[src/hw/rtl/clle_pkg.sv]
// ----------------------------------------------------------------------------
// clle_pkg
// Shared types and codes of the cursor linked-list engine: request codes,
// classified commands and the states of the execution sequencer.
// ----------------------------------------------------------------------------
`default_nettype none

package clle_pkg;

  localparam int unsigned NODE_COUNT_DEF = 256;
  localparam int unsigned QUEUE_DEPTH    = 2;

  localparam logic [1:0] REQ_CREATE = 2'd0;
  localparam logic [1:0] REQ_INSERT = 2'd1;
  localparam logic [1:0] REQ_DELETE = 2'd2;
  localparam logic [1:0] REQ_LOCATE = 2'd3;

  typedef enum logic [2:0] {
    OP_REJECT,
    OP_CREATE,
    OP_INSERT,
    OP_DELETE,
    OP_LOCATE
  } op_t;

  typedef struct packed {
    op_t         op;
    logic [7:0]  head;
    logic [7:0]  rem;
    logic [31:0] val;
  } cmd_t;

  typedef enum logic [4:0] {
    ST_CLEAR,
    ST_IDLE,
    ST_WALK,
    ST_CR_HEAD,
    ST_CR_POP,
    ST_CR_END,
    ST_INS_HEAD,
    ST_INS_POP,
    ST_INS_FILL,
    ST_INS_HOOK,
    ST_DEL_GET,
    ST_DEL_UNLINK,
    ST_DEL_VAL,
    ST_DEL_FREE,
    ST_DEL_END,
    ST_LOC_FIRST,
    ST_LOC,
    ST_DONE
  } state_t;

endpackage

`default_nettype wire

[src/hw/rtl/clle_front.sv]
// ----------------------------------------------------------------------------
// clle_front
// Accepts requests, checks head and position, and pushes a classified
// command into the command queue.
// ----------------------------------------------------------------------------
`default_nettype none

module clle_front #(
  parameter int unsigned NODE_COUNT = clle_pkg::NODE_COUNT_DEF
) (
  input  logic               in_valid,
  output logic               in_stall,
  input  logic [1:0]         in_req_type,
  input  logic [7:0]         in_list_head,
  input  logic [7:0]         in_position,
  input  logic signed [31:0] in_item_value,
  input  logic               clearing,
  input  logic               q_full,
  output logic               q_push,
  output clle_pkg::cmd_t     q_cmd
);
  import clle_pkg::*;

  logic head_ok;
  logic pos_ok;

  always_comb begin
    head_ok    = (in_list_head != 8'd0) && (32'(in_list_head) < NODE_COUNT);
    pos_ok     = (in_position != 8'd0);
    q_cmd.head = in_list_head;
    q_cmd.rem  = in_position - 8'd1;
    q_cmd.val  = in_item_value;
    case (in_req_type)
      REQ_CREATE: q_cmd.op = OP_CREATE;
      REQ_INSERT: q_cmd.op = (head_ok && pos_ok) ? OP_INSERT : OP_REJECT;
      REQ_DELETE: q_cmd.op = (head_ok && pos_ok) ? OP_DELETE : OP_REJECT;
      REQ_LOCATE: q_cmd.op = head_ok ? OP_LOCATE : OP_REJECT;
      default:    q_cmd.op = OP_REJECT;
    endcase
    in_stall = clearing || q_full;
    q_push   = in_valid && !in_stall;
  end

endmodule

`default_nettype wire

[config.mk]
export PLATFORM = sky130hd
export DESIGN_NAME = clle_front
export DESIGN_NICKNAME = d
export VERILOG_FILES = /design/src/hw/rtl/clle_pkg.sv /design/src/hw/rtl/clle_front.sv
export SDC_FILE = /design/constraint.sdc
export NUM_CORES = 1
export LEC_CHECK = 0
export CORE_AREA = 2 2 42 44
export DETAILED_ROUTE_END_ITERATION = 8
export DIE_AREA = 0 0 44 46
export DONT_BUFFER_PORTS = 1
export GPL_TIMING_DRIVEN = 1
export PLACE_DENSITY = 0.55
export SETUP_SLACK_MARGIN = 0.3
export SLEW_MARGIN = 0
export SYNTH_ARGS = -nofsm -noshare
export SYNTH_HDL_FRONTEND = slang
export SYNTH_SLANG_ARGS = --single-unit
[constraint.sdc]
create_clock -name vclk -period 2
set_clock_uncertainty 0.1 [all_clocks]
set_input_delay 0.6 -clock vclk [all_inputs]
set_output_delay 0.6 -clock vclk [all_outputs]
set_load 0.01 [all_outputs]
==> results of run 1 <==
==> stage by stage <==
| stage | cells | utilization | cell area, um2 | TNS [ns] |
|---|---|---|---|---|
| after floorplan | 71 | - | 634 | -0.724 |
| after global placement | 51 | 0.234 | 378 | -0.781 |
| after detailed placement | 51 | 0.234 | 378 | -0.823 |
| after CTS | 52 | 0.266 | 429 | -0.877 |
| after global routing | 53 | 0.290 | 468 | -1.18 |
| final | 53 | 0.290 | 468 | -1.00 |
==> logic make-up (layout without fill, tap and decap cells) <==
logic type                 count (synthesis)  in the layout  share of synthesized area
and+or+nand+nor                           16             16                      0.200
AOI/OAI and AO/OA                          4              4                     0.0512
adders and majority gates                  2              2                     0.0488
buffers and inverters                     44              9                      0.615
xor gates and xnor gates                   5              5                     0.0854
==> cell usage after synthesis <==
master and number:
a22o_1 1, nor4_1 3, or2_2 1, inv_1 4
buf_4 40, nor3b_1 2, ha_1 2, a21oi_1 2
nor4_4 1, o31ai_1 1, xor2_1 3, nand2_1 4
nor2_1 4, xnor2_1 2, or4_4 1
==> cell usage in the layout, fill, tap and decap left out <==
cell type and instances:
nor4_4 4, buf_4 4, inv_1 2, nor2_1 2, nor2_4 2, nand2_4 2
ha_4 2, nor3b_4 1, a22o_1 1, nand2_1 1, nor3b_2 1, or4_4 1
xor2_1 1, inv_2 1, nand2_2 1, xnor2_2 1, xor2_2 1, xnor2_4 1
o31ai_1 1, xor2_4 1, clkinvlp_4 1, a21oi_4 1, a21oi_2 1, or2_4 1
buf_6 1
==> worst paths after layout <==
path	endpoint	slack, ns	cells past startpoint
setup / recovery	q_cmd[37]	-0.30	4
hold / removal	q_cmd[16]	1.10	0
==> layout make-up <==
class | instances | share of cell area
Timing Repair Buffer | 5 | 0.0882
Multi-Input combinational cell | 27 | 0.826
Inverter | 4 | 0.0401
Tap cell | 17 | 0.0455
==> what timing repair did <==
item,in CTS,in global routing
buffers inserted,1,1
gates resized for setup,8,5
gates cloned,0,0
setup endpoints to repair,10,10
pin swaps,4,3
==> metal layers <==
metal  vias to the layer above  routed length [um]
li1                        116                   -
met3                        14                 213
met4                         0                  46
met5                         -                   0
met2                        41                 442
met1                       112                 211
==> power by group through the flow <==
| stage | combinational [mW] | clock [mW] | sequential [mW] |
|---|---|---|---|
| final | 0.0668 | 0 | 0 |
| after global routing | 0.0721 | 0 | 0 |
| after CTS | 0.0629 | 0 | 0 |
| after detailed placement | 0.0541 | 0 | 0 |
| after global placement | 0.0542 | 0 | 0 |
| after floorplan | 0.128 | 0 | 0 |
==> worst max-delay path, cell delays in order <==
cell and delay, ns:
or4_4 0.54, buf_4 0.17, nor2_4 0.09, xor2_2 0.20
==> impl_metrics.py, run 1 <==
metrics = {
    "run_status": {
        "status": "finished, violations left",
        "failed_checks": "negative setup slack",
    },
    "pwr": {
        "p_clk_frac": 0,
        "combPwrFrac": 1.000,
        "power.total_uw": 66.8,
        "ir_drop_uv": 55.6,
        "p_sw_frac": 0.487,
        "p_leak_nw": 0.161,
        "sequentialPowerShare": 0,
        "net-switching-power_uw": 32.6,
        "p_int_uw": 34.3,
        "p_per_area_nw_per_um2": 143,
    },
    "synthesis": {
        "yosysTopAreaCell": "buf_4",
        "ys_seq_area_frac": 0,
        "synthCells": 71,
        "synth_warnings": 0,
        "synth.distinct_cells": 15,
        "syn-cell-area_um2": 513,
        "synth_top_cell_area_share": 0.585,
        "synth_nets": 126,
        "avgSynthCellArea_um2": 7.23,
        "synth.area.top_cells": "buf_4 (59%), xor2_1 (5.1%), ha_1 (4.9%)",
    },
    "route": {
        "drcViolationCount": 0,
        "via_count": 283,
        "ant_nets": 0,
        "drt-total-wl_um": 913,
        "first_pass_iters": 1,
        "avgViaCountPerCell": 5.34,
        "drt_iter0_drc": 0,
        "avgRoutedWirePerCell_um": 17.2,
    },
    "placed_design": {
        "io_buffers": 0,
        "pre_cts_ws_ns": -0.312,
        "gp_congestion": 0.619,
        "dpl.hpwl_um": 764,
    },
    "critical_path": {
        "path_max_fanout": 3,
        "worstSetupPathType": "in -> out",
        "end_kind": "output port",
        "cp.arrival_ns": 1.60,
        "worstSetupStartpoint": "in_position[1]",
        "crit_path_start_kind": "primary input",
        "critPathRequiredTime_ns": 1.30,
    },
    "floorplan": {
        "start_util": 0.318,
        "pin_count": 106,
        "core-area_um2": 1610,
        "die_width_um": 44,
        "dieArea_um2": 2020,
        "die_y_um": 46,
        "rows": 15,
    },
    "cells_and_area": {
        "n_fill_cell": 171,
        "area.sequential_um2": 0,
        "seq_cell_count": 0,
        "multi_input_area_um2": 387,
        "nets": 93,
        "diodes": 0,
        "drive_gt1_frac": 0.778,
        "area_growth_pct": -8.78,
        "num-clock-buffers": 0,
    },
    "timing": {
        "layout_min_cycle_time_ns": 2.30,
        "setup_viol": 5,
        "rsz0062_at_grt": "yes",
        "hold_viol_final": 0,
        "maxSlewViolCount": 0,
        "relSlewSlack": 0.750,
        "hold_ws_ns": 1.10,
        "min_period_over_period": 1.15,
        "setup_ws_ns": -0.299,
        "fmax_mhz": 435,
        "tightest_slew_ns": 0.371,
    },
    "global_routing": {
        "antenna_found_initial": 0,
        "gr-total-overflow": 0,
        "met3_usage": 0.0437,
        "grt_pass1_wl_mm": 1.27,
        "use_met2": 0.132,
        "grt_max_degree": 6,
        "grt_util_all_layers": 0.0795,
        "grt_pass1_vias": 294,
        "grtUsageMet1": 0.0701,
        "top_usage_layer": "met2",
    },
    "clocking": {
        "ctsHoldBuffers": 0,
    },
    "flow_run": {
        "max-cap-violations": 0,
    },
    "hold_path": {
        "holdCritStartpoint": "in_item_value[16]",
        "hp-class": "in -> out",
    },
}
Note: power is estimated with default switching activity, not from simulation.
==> run 2: changes to the inputs <==
- CELL_PAD_IN_SITES_DETAIL_PLACEMENT: not set -> 2
- CELL_PAD_IN_SITES_GLOBAL_PLACEMENT: not set -> 2
- CORE_AREA: 2 2 42 44 -> not set
- CORE_ASPECT_RATIO: not set -> 1.4
- CORE_UTILIZATION: not set -> 23
- DIE_AREA: 0 0 44 46 -> not set
- PLACE_DENSITY: 0.55 -> 0.89
==> run 2 against run 1 <==
The run still ends with negative setup slack left; worst hold slack did not move; sequential share of layout area did not move; global-route usage fell by 0.24 points; die area rose by 20%; worst setup slack improved by 0.031 ns; cell area fell by 1.3%; non-clock buffer count fell by 1; first-iteration DRC count rose by 1; core utilization fell by 6.1 points; power rose by 4.0%; sequential cell count did not move; critical endpoint unchanged.
==> impl_metrics.py, run 2 (synthesis results as in run 1) <==
metrics = {
    "critical_path": {
        "cpLargestDelayFamily": "simple AND/OR/NAND/NOR gates",
        "cp.arrival_ns": 1.57,
        "critical-path-max-stage-delay_ns": 0.56,
        "crit_path_start_kind": "primary input",
        "cp_num_buf_inv": 0,
        "end_kind": "output port",
        "critPathRequiredTime_ns": 1.30,
        "worstSetupPathType": "in -> out",
        "crit_slowest_cell": "or4_4",
        "path_max_fanout": 3,
        "cp_cell_sequence": "or4_4 -> nor2_1 -> xor2_1",
    },
    "timing": {
        "maxSlewViolCount": 0,
        "relSlewSlack": 0.749,
        "tightest_slew_ns": 0.374,
        "hold_viol_final": 0,
        "layout_min_cycle_time_ns": 2.27,
        "setup_viol": 7,
        "setup_ws_ns": -0.268,
        "fmax_mhz": 441,
        "min_period_over_period": 1.13,
        "rsz0062_at_grt": "yes",
    },
    "flow_run": {
        "max-cap-violations": 0,
    },
    "floorplan": {
        "die_width_um": 41.9,
        "pin_count": 106,
        "start_util": 0.254,
        "dieArea_um2": 2430,
        "die_y_um": 57.9,
        "rows": 19,
        "core-area_um2": 2020,
    },
    "global_routing": {
        "grt_max_degree": 6,
        "antenna_found_initial": 0,
        "grt_pass1_vias": 360,
        "gr-total-overflow": 0,
        "grt_pass1_wl_mm": 1.52,
        "grt_util_all_layers": 0.0771,
    },
    "route": {
        "drcViolationCount": 0,
        "avgRoutedWirePerCell_um": 17.7,
        "drt_iter0_drc": 1,
        "drt-total-wl_um": 989,
        "via_count": 309,
        "first_pass_iters": 2,
        "ant_nets": 0,
        "avgViaCountPerCell": 5.52,
    },
    "cells_and_area": {
        "stdcell_count": 56,
        "diodes": 0,
        "final_cell_mix": "nor4_4 (4), nor2_1 (3), nand2_4 (3)",
        "num-clock-buffers": 0,
        "mostFrequentLayoutCell": "nor4_4",
        "nets": 92,
        "area_growth_pct": -10.0,
        "drive_gt1_frac": 0.743,
        "fin_area_um2": 462,
        "multi_input_area_um2": 377,
        "area.sequential_um2": 0,
        "seq_cell_count": 0,
        "n_fill_cell": 224,
    },
    "pwr": {
        "ir_drop_uv": 54.9,
        "p_leak_nw": 0.167,
        "p_per_area_nw_per_um2": 151,
    },
    "hold_path": {
        "hp-class": "in -> out",
    },
    "placed_design": {
        "io_buffers": 0,
        "dpl.hpwl_um": 862,
        "gp_congestion": 0.697,
        "postPlaceCellArea_um2": 375,
        "dp.cells": 54,
    },
    "run_status": {
        "status": "finished, violations left",
        "failed_checks": "negative setup slack",
    },
    "clocking": {
        "ctsHoldBuffers": 0,
    },
}
-- run 2: stage by stage --
step / TNS [ns] / utilization / total power [mW] / setup WS (ns) / hold WS [ns]
final: -0.921 / 0.228 / 0.0695 / -0.268 / 1.10
after global routing: -1.20 / 0.228 / 0.0741 / -0.298 / 1.10
after CTS: -0.885 / 0.207 / 0.0635 / -0.266 / 1.10
after detailed placement: -0.800 / 0.186 / 0.0551 / -0.292 / 1.10
after global placement: -0.711 / 0.186 / 0.0538 / -0.282 / 1.10
after floorplan: -0.724 / - / 0.128 / -0.244 / 1.13
-- run 2: metal layers --
metal  GRT usage  up-vias  part of all wire  routed length, um
li1            -      118                 -                  -
met1      0.0722      136              0.27                266
met2       0.134       47              0.52                513
met3      0.0467        8              0.19                186
met4      0.0323        0             0.023                 23
met5           0        -                 0                  0
-- run 2: report_power, final --
part           total, mW  internal, mW  switching, mW
sequential             0             0              0
combinational     0.0695        0.0355         0.0341
clock                  0             0              0
-- run 2: cell type report --
class / instances / share of cell area
inverter: 4 / 0.0461
multi-input combinational: 27 / 0.816
tap: 21 / 0.0569
timing repair buffer: 4 / 0.0813
-- run 2: path summary, 6_finish.rpt --
| path | startpoint | end | slack [ns] | cells past startpoint |
|---|---|---|---|---|
| min | in_item_value[10] | q_cmd[10] | 1.10 | 0 |
| max | in_position[1] | q_cmd[37] | -0.27 | 3 |
-- run 2: repair_timing --
action,4_1_cts,5_1_grt
setup endpoints to repair,9,10
resized for setup,7,6
pin swaps,3,5
cloned,0,0
buffers inserted,1,1
