===== config.mk =====
export PLATFORM = sky130hd
export DESIGN_NAME = clle_queue
export DESIGN_NICKNAME = d
export VERILOG_FILES = /design/src/hw/rtl/clle_pkg.sv /design/src/hw/rtl/clle_queue.sv
export SDC_FILE = /design/constraint.sdc
export NUM_CORES = 1
export LEC_CHECK = 0
export BUFFER_PORTS_ARGS = -buffer_cell sky130_fd_sc_hd__buf_2
export CORE_MARGIN = 4
export CORE_UTILIZATION = 50
export DETAILED_ROUTE_END_ITERATION = 8
export HOLD_SLACK_MARGIN = 0.06
export PLACE_DENSITY = 0.74
export SLEW_MARGIN = 10
export SYNTH_ARGS = -nofsm -noshare
export SYNTH_HDL_FRONTEND = slang
export SYNTH_SLANG_ARGS = --single-unit

===== constraint.sdc =====
create_clock -name clk -period 5.1 [get_ports clk]
set_clock_uncertainty 0.2 [all_clocks]
set_input_delay 1.02 -clock clk [delete_from_list [all_inputs] [get_ports clk]]
set_output_delay 1.02 -clock clk [all_outputs]
set_load 0.02 [all_outputs]

===== src/hw/rtl/clle_pkg.sv =====
// ----------------------------------------------------------------------------
// clle_pkg
// Shared types and codes of the cursor linked-list engine: request codes,
// classified commands and the states of the execution sequencer.
// ----------------------------------------------------------------------------
`default_nettype none

package clle_pkg;

  localparam int unsigned NODE_COUNT_DEF = 256;
  localparam int unsigned QUEUE_DEPTH    = 2;

  localparam logic [1:0] REQ_CREATE = 2'd0;
  localparam logic [1:0] REQ_INSERT = 2'd1;
  localparam logic [1:0] REQ_DELETE = 2'd2;
  localparam logic [1:0] REQ_LOCATE = 2'd3;

  typedef enum logic [2:0] {
    OP_REJECT,
    OP_CREATE,
    OP_INSERT,
    OP_DELETE,
    OP_LOCATE
  } op_t;

  typedef struct packed {
    op_t         op;
    logic [7:0]  head;
    logic [7:0]  rem;
    logic [31:0] val;
  } cmd_t;

  typedef enum logic [4:0] {
    ST_CLEAR,
    ST_IDLE,
    ST_WALK,
    ST_CR_HEAD,
    ST_CR_POP,
    ST_CR_END,
    ST_INS_HEAD,
    ST_INS_POP,
    ST_INS_FILL,
    ST_INS_HOOK,
    ST_DEL_GET,
    ST_DEL_UNLINK,
    ST_DEL_VAL,
    ST_DEL_FREE,
    ST_DEL_END,
    ST_LOC_FIRST,
    ST_LOC,
    ST_DONE
  } state_t;

endpackage

`default_nettype wire


===== src/hw/rtl/clle_queue.sv =====
// ----------------------------------------------------------------------------
// clle_queue
// Short command queue between the front end and the execution sequencer.
// ----------------------------------------------------------------------------
`default_nettype none

module clle_queue (
  input  logic           clk,
  input  logic           rst_n,
  input  logic           push,
  input  clle_pkg::cmd_t push_cmd,
  output logic           full,
  output logic           valid,
  input  logic           pop,
  output clle_pkg::cmd_t pop_cmd
);
  import clle_pkg::*;

  localparam int unsigned PW = (QUEUE_DEPTH > 1) ? $clog2(QUEUE_DEPTH) : 1;
  localparam int unsigned CW = $clog2(QUEUE_DEPTH + 1);
  localparam logic [PW-1:0] PTR_LAST = PW'(QUEUE_DEPTH - 1);

  cmd_t          slot_r [QUEUE_DEPTH];
  logic [PW-1:0] wr_ptr_r, wr_ptr_nxt;
  logic [PW-1:0] rd_ptr_r, rd_ptr_nxt;
  logic [CW-1:0] count_r, count_nxt;

  always_comb begin
    full       = (count_r == CW'(QUEUE_DEPTH));
    valid      = (count_r != '0);
    pop_cmd    = slot_r[rd_ptr_r];
    wr_ptr_nxt = wr_ptr_r;
    rd_ptr_nxt = rd_ptr_r;
    count_nxt  = count_r;
    if (push) begin
      wr_ptr_nxt = (wr_ptr_r == PTR_LAST) ? '0 : wr_ptr_r + 1'b1;
    end
    if (pop) begin
      rd_ptr_nxt = (rd_ptr_r == PTR_LAST) ? '0 : rd_ptr_r + 1'b1;
    end
    if (push && !pop) begin
      count_nxt = count_r + 1'b1;
    end else if (pop && !push) begin
      count_nxt = count_r - 1'b1;
    end
  end

  always_ff @(posedge clk) begin
    if (!rst_n) begin
      wr_ptr_r <= '0;
      rd_ptr_r <= '0;
      count_r  <= '0;
    end else begin
      wr_ptr_r <= wr_ptr_nxt;
      rd_ptr_r <= rd_ptr_nxt;
      count_r  <= count_nxt;
    end
  end

  always_ff @(posedge clk) begin
    if (push) begin
      slot_r[wr_ptr_r] <= push_cmd;
    end
  end

endmodule

`default_nettype wire


==> results.md, run 1 <==
- The cell area after placement is around 4600 um^2.
- The met3 layer usage reported by global route is around 4.3%.
- The fraction of layout instances using a drive strength above 1 is between 50 and 60%.
- The path category of the worst min-delay check is flop to flop.
- The clock period minus final worst setup slack is between 3 and 4 ns.
- After the last flow step, the layout net total stands at between 300 and 400.
- In the finished design, the share of the clock period the worst path needs comes to a little under two thirds.
- Dividing total power by cell area gives a power density of approximately 380 nW/um^2.
- The height of the die is a little under 100 um.
- The worst slew slack as a fraction of its limit is between 20 and 30%.
- The number of hold violations in the final report is 0.
- After clock tree synthesis, the clock-pin slew on the worst setup and hold paths is approximately 0.09 ns.
- The first global-routing pass estimated about 9400 um of wire.
- The top-level I/O count is between 100 and 150.
- From synthesis to final layout, the design area changed by 22.3%.
- The number of gates resized after CTS was 0.
- STA classifies the critical path endpoint as a primary output.
- The worst-margin pin slew is around 1.1 ns.
- The via count of the first global-routing pass is just under 2000.
- The count of distinct cell types in the synthesized netlist is 17.
- The max-capacitance violation count is 0.
- Sequential cells account for between 50% and 60% of the total power.
- The pre-antenna-repair detailed-routing pass consisted of 4 iterations.
- Counting the buffers created by CTS gives 9.
- The post-route total power is approximately 1.8 mW.
- The worst reg2reg path depth is 2.
- For this design, the sink count on the clock tree is 107.
- Net switching is 22.9% of the power.
- For the final routed database, the setup TNS stands at 0 ns.
- At the worst endpoint, the required time is just under 4 ns.
- During placement, the flow inserted port buffers numbering 107.
- The total number of H-tree levels is 3.
- OpenSTA, run right after detailed placement, puts the worst setup slack at around 2.1 ns.
- Wires add up to 6500 um.
- The largest fanout on the critical path is 34.
- Synthesis produced a netlist with a net count of approximately 240.
- The latest clock arrival within the worst-skew pair is roughly 0.35 ns.
- After global routing the overflow that remains totals 0.
- The combinational group share of total power is roughly an eighth.
- In this run, the number of DRC markers left after iteration 0 of detailed routing was 73.
- The analysis attributes to net switching a power of between 0.4 and 0.5 mW.
- The weighted congestion reported at the end of routability-driven placement is 0.663.
- Once the floorplan was initialized, standard cells occupied 52.6% of the core.
- In this run the deepest clock path goes through 2 buffers.
- The worst supply voltage drop on vdd is roughly 220 uV.
- In the global route stage, overall resource usage came out at around 14%.
- The post-synthesis sequential element count is 107.
- Setup repair after global routing left no endpoint under its margin.
- Setup violations remaining at the end of the flow were counted as 0.
- Counting instances, the worst hold path has a depth of 2.
- After synthesis, the mean cell area works out to around 22 um^2.
- The initial antenna violation count is 0.
- The final count of pins violating max slew is 0.
- The arrival time of the worst setup path is about 2.0 ns.
- Clock tree synthesis selected as its root buffer the cell sky130_fd_sc_hd__clkbuf_8.
- TritonCTS built the clock tree.
- The number of synthesis warnings is 0.
- The detailed placement HPWL is ~4400 um.
- The worst setup path category is flop to primary output.
- The met2 capacity usage during global routing is roughly a quarter.
- The wire length per cell after detailed routing is about 16 um.
- For this block, the via count after detailed routing is around 1900.
- The most common library cell in the layout ignoring fill and taps is sky130_fd_sc_hd__buf_2.
- The number of buffers inserted to repair setup after CTS is 0.
- The synthesized instance count is between 150 and 200.
- The post-detailed-route via-to-cell ratio is just under 5.
- The static power due to leakage is 1.79 nW.
- The portion of the post-synthesis area used by sequential elements is about four fifths.
- The global routing met1 resource utilization is 15.8%.
- The startpoint kind of the worst setup timing path is a flop.
- The total standard cell area after synthesis is slightly below 4000 um^2.
- After routing the design area is between 4000 and 5000 um^2.
- Hold is met by ~0.3 ns.
- The floorplan step set the die width to 96.3 um.
- In this run the remaining antenna-violating nets after routing total 0.
- The run finished with clean final reports.
- The number of buffers added to fix hold violations after cts is 0.
- The core box area is ~7400 um^2.
- The clock network fraction of total power is 30.1%.
- The remaining design rule violation count is 0.
- Derived from the worst setup path, the maximum achievable clock frequency is approximately 0.31 GHz.
- The library cells used most frequently in the layout, excluding fill and tap cells, are 107 x sky130_fd_sc_hd__buf_2, 102 x sky130_fd_sc_hd__edfxtp_1, 51 x sky130_fd_sc_hd__mux2_2, 9 x sky130_fd_sc_hd__clkbuf_8, 4 x sky130_fd_sc_hd__dfxtp_1.
- The layer carrying the most global-route usage is met2.
- The floorplan has 31 rows.
- The floorplan step defined a die boundary enclosing approximately 9000 um^2.
- Entering global routing, the biggest net connects 39 pins.
- The design internal power is 1.38 mW.
- The smallest setup slack after layout is 1.85 ns.
- The antenna cell count is 0.
==> synthesized netlist by cell type <==
cell type	instances	area, um^2
sky130_fd_sc_hd__o21ai_0	1	5.00
sky130_fd_sc_hd__or3_1	1	6.26
sky130_fd_sc_hd__mux2_2	51	574
sky130_fd_sc_hd__and2_1	4	25.0
sky130_fd_sc_hd__buf_2	3	15.0
sky130_fd_sc_hd__nor2b_1	2	12.5
sky130_fd_sc_hd__a21boi_1	1	7.51
sky130_fd_sc_hd__o21a_1	1	7.51
sky130_fd_sc_hd__buf_4	3	22.5
sky130_fd_sc_hd__xnor2_1	1	8.76
sky130_fd_sc_hd__dfxtp_1	5	100
sky130_fd_sc_hd__xor2_1	2	17.5
sky130_fd_sc_hd__inv_1	1	3.75
sky130_fd_sc_hd__or2_2	1	6.26
sky130_fd_sc_hd__edfxtp_1	102	3060
sky130_fd_sc_hd__and2b_2	1	8.76
sky130_fd_sc_hd__ha_1	1	12.5
==> cell families (layout without fill, tap and decap cells) <==
kind of cell / count (synthesis) / in the layout / synth area share, %
DFF: 107 / 107 / 81.2
buffers and inverters: 7 / 127 / 1.06
AOI/OAI and AO/OA: 3 / 3 / 0.514
adders and majority gates: 1 / 1 / 0.321
muxes: 51 / 51 / 14.7
and+or+nand+nor: 9 / 9 / 1.51
xor gates and xnor gates: 3 / 3 / 0.674
==> layer usage <==
layer	part of all wire (%)	wire (um)	vias to the layer above
li1	-	-	935
met4	1.7	110	0
met5	0	0	-
met1	39	2540	933
met2	53	3470	58
met3	5.8	376	9
==> registers in the layout, indices dropped and copies added (netlist names), named ones only <==
| register | cells |
|---|---|
| count_r | 2 |
| rd_ptr_r | 1 |
| slot_r | 102 |
| wr_ptr_r | 1 |
==> power groups by stage <==
stage / combinational [mW] / sequential, mW / clock, mW
3_5_place_dp: 0.230 / 1.05 / 0
4_1_cts: 0.231 / 1.03 / 0.557
5_1_grt: 0.244 / 1.03 / 0.595
2_1_floorplan: 0.153 / 1.04 / 0
3_3_place_gp: 0.228 / 1.05 / 0
6_report: 0.226 / 1.03 / 0.540
==> final cells by class <==
cell class / count / area, um^2
Sequential cell: 107 / 3160
Fill cell: 532 / 2640
Multi-Input combinational cell: 67 / 701
Timing Repair Buffer: 110 / 558
Clock buffer: 9 / 124
Tap cell: 99 / 124
Clock inverter: 7 / 91.3
Inverter: 1 / 3.75
==> worst paths after layout <==
check / from / endpoint / slack, ns
max: flop / pop_cmd[22] / 1.85
min: count_r[1] / count_r[1] / 0.30
max reg2reg: wr_ptr_r / slot_r[0][23] / 3.00
min reg2reg: count_r[1] / count_r[1] / 0.30
==> stage by stage <==
step	util, %	cells
3_5_place_dp	61.4	384
5_1_grt	64.3	400
3_3_place_gp	61.4	384
2_1_floorplan	-	181
4_1_cts	64.3	400
6_report	64.3	400
==> critical path, cell delays in order, from the launching register on <==
cell	delay [ns]
sky130_fd_sc_hd__dfxtp_2	0.60
sky130_fd_sc_hd__buf_4	0.48
sky130_fd_sc_hd__mux2_2	0.40
sky130_fd_sc_hd__buf_2	0.16
Power figures use the tool's default switching activity.
==> run 2: changes to the inputs <==
==> constraint.sdc (replaced) <==
create_clock -name clk -period 3.3 [get_ports clk]
set_clock_uncertainty 0.2 [all_clocks]
set_input_delay 0.66 -clock clk [delete_from_list [all_inputs] [get_ports clk]]
set_output_delay 0.66 -clock clk [all_outputs]
set_load 0.02 [all_outputs]
==> results.md, run 2 (synthesized netlist as in run 1, its figures left out) <==
- The count of buffering cells on the critical path with inverters included is 2.
- The total of cells resized after clock tree synthesis is 0.
- Hold is met by slightly below 0.3 ns.
- The root buffer cell chosen for the clock tree is sky130_fd_sc_hd__clkbuf_8.
- Including well taps, the total number of placed cells is 385.
- The maximum number of pins on one net before global-route repair is 52.
- The total clock buffers created by CTS is 9.
- The number of hold violations in the final report is 0.
- Setup violations remaining at the end of the flow were counted as 0.
- The worst pin sits at a relative slew slack of ~55%.
- Data on the critical path is required at its endpoint by approximately 2.4 ns.
- The clock period minus final worst setup slack is 2.50 ns.
- Once detailed placement completed, the half-perimeter wirelength came to roughly 4500 um.
- In the final layout, the registers with the most flip-flops are slot_r (102), count_r (2).
- The signal on the critical path passes through buf_12, mux2_2, buf_2.
- Summed over all cells, the static leakage comes to between 1.5 and 2 nW.
- The latest clock arrival within the worst-skew pair is between 0.3 and 0.4 ns.
- The floorplan step set the die width to 96.3 um.
- The routed design has approximately 6400 um of wire.
- The antenna cell count is 0.
- In this run the vertical extent of the chip is about 96 um.
- At the pin with the least slew margin, the transition time is 0.667 ns.
- The first routing iteration left 58 violations.
- The fill cell instance count of the final layout is roughly 540.
- Dividing the detail-routed via count by the number of cells gives 4.90.
- The CTS tree is done.
- VDD sags by at most between 300 and 400 uV.
- The fraction of layout instances using a drive strength above 1 is between 60% and 70%.
- After detailed routing, the number of remaining DRC violations is 0.
- The via count of the first global-routing pass came to between 2000 and 2500.
- The register with the most flip-flops is slot_r.
- The areal power density over the cells is about 570 nW/um^2.
- The clock-pin slew of the registers on the worst-case setup and hold paths is 0.10 ns.
- The aggregate global-route resource usage is around 14%.
- Setup repair after global routing left no endpoint under its margin.
- The fraction of the cycle the final worst path needs is around three quarters.
- The most common library cell in the layout ignoring fill and taps is sky130_fd_sc_hd__buf_2.
- The arrival time of the worst setup path is approximately 1.6 ns.
- The area growth from synthesis to layout is 22.7%.
- The number of buffers inserted to repair setup after CTS is 0.
- The die area is between 9000 and 10000 um^2.
- Across the run, the number of max-cap violations was 0.
- The detail route stage leaves a number of antenna-violating nets equal to 0.
- The routed layout has just under 2000 vias.
- The final count of pins violating max slew was 0.
- After detailed routing, the average wire length per cell comes to between 15 and 20 um.
- The master of the slowest instance on the critical path is sky130_fd_sc_hd__dfxtp_2.
- The library cells used most frequently in the layout, excluding fill and tap cells, are 107 x sky130_fd_sc_hd__buf_2, 102 x sky130_fd_sc_hd__edfxtp_1, 51 x sky130_fd_sc_hd__mux2_2, 9 x sky130_fd_sc_hd__clkbuf_8, 4 x sky130_fd_sc_hd__dfxtp_1.
- During I/O placement, the number of pins put on the boundary was between 100 and 150.
- The run finished with clean final reports.
- The first-pass GRT wire length is approximately 9600 um.
- The weighted congestion reported at the end of routability-driven placement is between 0.7 and 0.8.
- The kind of cell adding the most delay to the critical path is flip-flops.
- The final sum of negative setup slack is 0 ns.
- The total number of H-tree levels is 3.
- STA classifies the critical path endpoint as a primary output.
- For this run, the detailed router's first-pass iteration total came to 4.
- The number of flip-flops under the largest register name is about 100.
- The initialized floorplan defines 31 standard-cell rows.
- The region available for standard cell placement spans 7410 um^2.
- The effective utilization at floorplan is between 50% and 60%.
- The worst setup path is launched from a flop.
- The final instance area is 4780 um^2.
- The critical path in this run is classified as flop to primary output.
- The initial antenna violation count is 0.
- In this run the worst hold path is classified as input port to flop.
- Based on the critical path, the design can be clocked at up to ~0.4 GHz.
- No sink is reached through more buffers than the 2 on the longest clock path.
- The number of nets in the final layout is ~350.
- The maximum single-stage delay on the critical path is 0.46 ns.
- During placement, the flow inserted port buffers numbering around 110.
- Hold repair after CTS inserted 0 buffers.
- For this design, the sink count on the clock tree is 107.
- The number of standard cells in the final layout excluding fillers is approximately 400.
- The cell area after placement is roughly 4600 um^2.
- Along the worst path, the maximum fanout reaches 44.
- Global routing finished with a remaining overflow of 0.
run 2: changes by cell type in the layout (fill, tap and decap cells not counted), sizes merged:
cell    delta
buf        +1
bufinv     -1
inv        +1
run 2: power by group:
group / switching [mW] / internal [mW] / total [mW]
Combinational: 0.205 / 0.155 / 0.361
Sequential: 0.0214 / 1.57 / 1.59
Clock: 0.414 / 0.355 / 0.769
Total: 0.641 / 2.08 / 2.72
run 2: final timing paths:
| check | end | start | slack [ns] | cells after the start |
|---|---|---|---|---|
| worst min-delay path | slot_r[0][28] | push_cmd[28] | 0.30 | 1 |
| worst min register to register | count_r[1] | count_r[1] | 0.30 | 2 |
| worst max register to register | slot_r[1][42] | wr_ptr_r | 1.62 | 2 |
| worst max-delay path | pop_cmd[41] | flop | 0.80 | 3 |
run 2: final cells by class:
type,count,area (um^2),area share [%]
flip-flops and latches,107,3160,66.2
multi-input cells,67,701,14.7
repair buffers,111,591,12.3
clock buffers,9,124,2.59
well taps,99,124,2.59
clock inverters,7,75.1,1.57
inverters,1,3.75,0.0785
run 2: worst reg2reg max path: cells and delay by family, from the launching register on:
family / cells / cell delay, ns
DFF: 1 / 0.39
and+or+nand+nor: 1 / 0.16
buffers and inverters: 1 / 0.53
run 2: metrics by stage:
| step | power, mW | utilization [%] | worst slack (ns) |
|---|---|---|---|
| floorplan | 1.85 | - | 0.648 |
| global placement | 1.98 | 61.9 | 1.12 |
| detailed placement | 1.99 | 61.9 | 1.11 |
| CTS | 2.75 | 64.5 | 0.760 |
| global route | 2.83 | 64.5 | 0.709 |
| finish | 2.72 | 64.5 | 0.797 |
run 2: per-layer routing:
layer / up-vias / GRT usage [%] / routed length (um)
met5: - / 0 / 0
met4: 0 / 4.98 / 63
met3: 7 / 5.16 / 664
met2: 80 / 22.7 / 3110
met1: 941 / 17.1 / 2580
li1: 938 / - / -
==> run 3: changes to the inputs <==
--- a/config.mk
+++ b/config.mk
@@ -7,10 +7,10 @@
 export LEC_CHECK = 0
 export BUFFER_PORTS_ARGS = -buffer_cell sky130_fd_sc_hd__buf_2
 export CORE_MARGIN = 4
-export CORE_UTILIZATION = 50
+export CORE_UTILIZATION = 46
 export DETAILED_ROUTE_END_ITERATION = 8
 export HOLD_SLACK_MARGIN = 0.06
-export PLACE_DENSITY = 0.74
+export PLACE_DENSITY = 0.71
 export SLEW_MARGIN = 10
 export SYNTH_ARGS = -nofsm -noshare
 export SYNTH_HDL_FRONTEND = slang
==> constraint.sdc (replaced) <==
create_clock -name clk -period 2 [get_ports clk]
set_clock_uncertainty 0.2 [all_clocks]
set_input_delay 0.4 -clock clk [delete_from_list [all_inputs] [get_ports clk]]
set_output_delay 0.4 -clock clk [all_outputs]
set_load 0.02 [all_outputs]
==> results.md, run 3 (synthesized netlist as in run 1, its figures left out) <==
- For the pin with the worst max-slew slack, the measured transition is about 0.37 ns.
- Counting buffers and inverters, the worst setup path is 4 cells deep.
- Clock tree synthesis selected as its root buffer the cell sky130_fd_sc_hd__clkbuf_8.
- The worst setup path category is flop to primary output.
- The width of the chip is between 100 and 150 um.
- The repair_antennas step left the layout with diodes totalling 0.
- The maximum single-stage delay on the critical path is 0.37 ns.
- After floorplanning, the core was sized to cover roughly 8200 um^2.
- Entering global routing, the biggest net connects 27 pins.
- For the finished layout, the period the worst path requires is 2.09 ns.
- The design internal power is approximately 4 mW.
- The analysis attributes to net switching a power of roughly 1.1 mW.
- The library cell used most frequently in the layout, excluding fill and tap cells, is sky130_fd_sc_hd__edfxtp_1.
- The initial detailed-routing violation count is 69.
- Based on the critical path, the design can be clocked at up to between 0.4 and 0.5 GHz.
- The post-detailed-route via-to-cell ratio is around 4.8.
- The tool flagged a number of max-cap violations equal to 0.
- The fraction of layout instances using a drive strength above 1 is 53.0%.
- The number of clock buffers added by TritonCTS is 9.
- The final count of pins violating max slew is 0.
- In this run the power density over the cells is about 850 nW/um^2.
- The initial antenna violation count is 0.
- The worst slew slack as a fraction of its limit is 75.4%.
- The clock-pin slew of the registers on the worst-case setup and hold paths is about 0.09 ns.
- Dividing the detail-routed wire length by the instance count gives 17.7 um.
- Combinational logic burns about a fifth of the power.
- During I/O placement, the number of pins put on the boundary was between 100 and 150.
- The register with the most flip-flops is slot_r.
- Data arrives at the worst endpoint at 1.49 ns.
- The critical path goes through buf_12, clkbuf_16, mux2_4, buf_6.
- Global routing consumed, over all layers together, about 16% of the routing resources.
- The sequential cell fraction of total power is 51.5%.
- From synthesis to final layout, the design area changed by 52.8%.
- The final layout contains routed wiring with a total length of around 8300 um.
- The final global-route overflow total is 0.
- The die area is approximately 10000 um^2.
- The final critical path takes up 104% of the cycle.
- For the worst setup path, the data required time is between 1 and 1.5 ns.
- The standard-cell row count is 33.
- The H-tree generated during clock tree synthesis spans 3 levels.
- Routability-driven placement finished with a final weighted congestion of between 0.7 and 0.8.
- The smallest setup slack after layout is -0.0865 ns.
- With fillers left out, the area of the finished cells amounts to between 5000 and 6000 um^2.
- The number of port buffers is ~110.
- The clock passes through at most 2 buffers.
- The count of nets left with antenna violations once routing finished came out at 0.
- The worst setup path is launched from a flop.
- The CTS tree is done.
- In this run the worst hold path is classified as input port to flop.
- The run finished, with violations left.
- The number of nets in the final layout is 414.
- The remaining design rule violation count is 0.
- Setup violations remaining at the end of the flow were counted as 50.
- Setup repair after global routing could not meet its margin everywhere.
- Among cell families on the critical path, the largest total delay comes from buffers and inverters.
- The critical path contains buffers and inverters numbering 3 combined.
- The tree built by TritonCTS fans out to 107 sinks.
- The largest registers in the layout are slot_r (102), count_r (2).
- The static power due to leakage is approximately 2.4 nW.
- The routed layout has ~2200 vias.
- The cell area after placement is approximately 4600 um^2.
- The kind of capture point of the worst setup path is a primary output.
- The register with the most flip-flops in the layout has ~100 of them.
- The via count of the first global-routing pass is 2384.
- The worst hold path passes through 2 cells.
- In the layout the commonest cells are 102 x sky130_fd_sc_hd__edfxtp_1, 62 x sky130_fd_sc_hd__buf_2, 51 x sky130_fd_sc_hd__dlygate4sd3_1, 44 x sky130_fd_sc_hd__buf_6, 37 x sky130_fd_sc_hd__mux2_4.
- Clock latency on the worst-skew pair, taken at its later pin, is around 0.35 ns.
- The worst setup slack after placement is 0.189 ns.
- The first-pass GRT wire length is roughly 12000 um.
- The final reports fail on negative setup slack.
- The number of hold violations in the final report is 0.
- Measured along the y axis, the die boundary spans 100 um.
- Net switching is between 20% and 30% of the power.
- In this run the worst path has a maximum fanout of 8.
- The worst reg2reg path depth is 2.
- The worst-case IR drop observed on VDD is 478 uV.
- The clock network fraction of total power is between 20% and 30%.
- For this configuration, the core starts out at a cell density of between 40% and 50%.
- The number of search-and-repair iterations in the first detailed-routing pass is 4.
- The master of the slowest instance on the critical path is sky130_fd_sc_hd__dfxtp_4.
- The filler cells instantiated in the layout total 500.
## run 3: through the flow
step / cells / hold slack [ns] / util, % / setup TNS [ns] / power, mW
after detailed placement: 393 / 0.303 / 56.4 / 0 / 3.29
after floorplan: 181 / 0.261 / - / 0 / 3.05
after global placement: 393 / 0.276 / 56.4 / 0 / 3.27
final: 467 / 0.110 / 72.5 / -3.33 / 5.09
after CTS: 464 / 0.0887 / 66.6 / -4.90 / 4.90
after global routing: 467 / 0.0964 / 72.5 / -6.35 / 5.30
## run 3: worst reg2reg max path: cells and delay by family, from the launching register on
kind	cells	cell delay, ns
and+or+nand+nor	1	0.21
buffers and inverters	1	0.34
DFF	1	0.39
## run 3: routing by layer
layer | global-route usage [%] | routed length, um | share of wire [%] | vias up
li1 | - | - | - | 1058
met1 | 19.6 | 3330 | 40 | 1094
met2 | 26.4 | 4390 | 53 | 71
met3 | 3.61 | 435 | 5.3 | 11
met4 | 5.60 | 103 | 1.2 | 0
met5 | 0 | 0 | 0 | -
## run 3: cell type report
class | instances | area [um^2] | share of cell area, %
clock buffer | 9 | 124 | 2.08
clock inverter | 6 | 105 | 1.77
inverter | 1 | 3.75 | 0.0630
multi-input combinational | 67 | 840 | 14.1
sequential | 107 | 3170 | 53.2
tap | 105 | 131 | 2.21
timing repair buffer | 172 | 1580 | 26.6
## run 3: path summary, 6_finish.rpt
| kind | startpoint | slack, ns | to |
|---|---|---|---|
| worst max-delay path | flop | -0.09 | pop_cmd[35] |
| worst min-delay path | rst_n | 0.11 | wr_ptr_r |
| worst max register to register | wr_ptr_r | 0.53 | slot_r[1][37] |
| worst min register to register | count_r[1] | 0.32 | count_r[1] |
## run 3: repair_timing
item | in CTS | in global routing
gates resized for setup | 7 | 127
setup buffers | 3 | 1
endpoints found under the hold margin | 102 | 0
setup endpoints to repair | 45 | 50
hold buffers | 51 | 0
cloned | 2 | 3
## run 3: power groups by stage
stage	Clock, mW	Sequential, mW	Combinational (mW)
6_report	1.50	2.62	0.971
2_1_floorplan	0	2.66	0.391
4_1_cts	1.53	2.62	0.756
3_3_place_gp	0	2.67	0.610
5_1_grt	1.64	2.63	1.03
3_5_place_dp	0	2.67	0.616
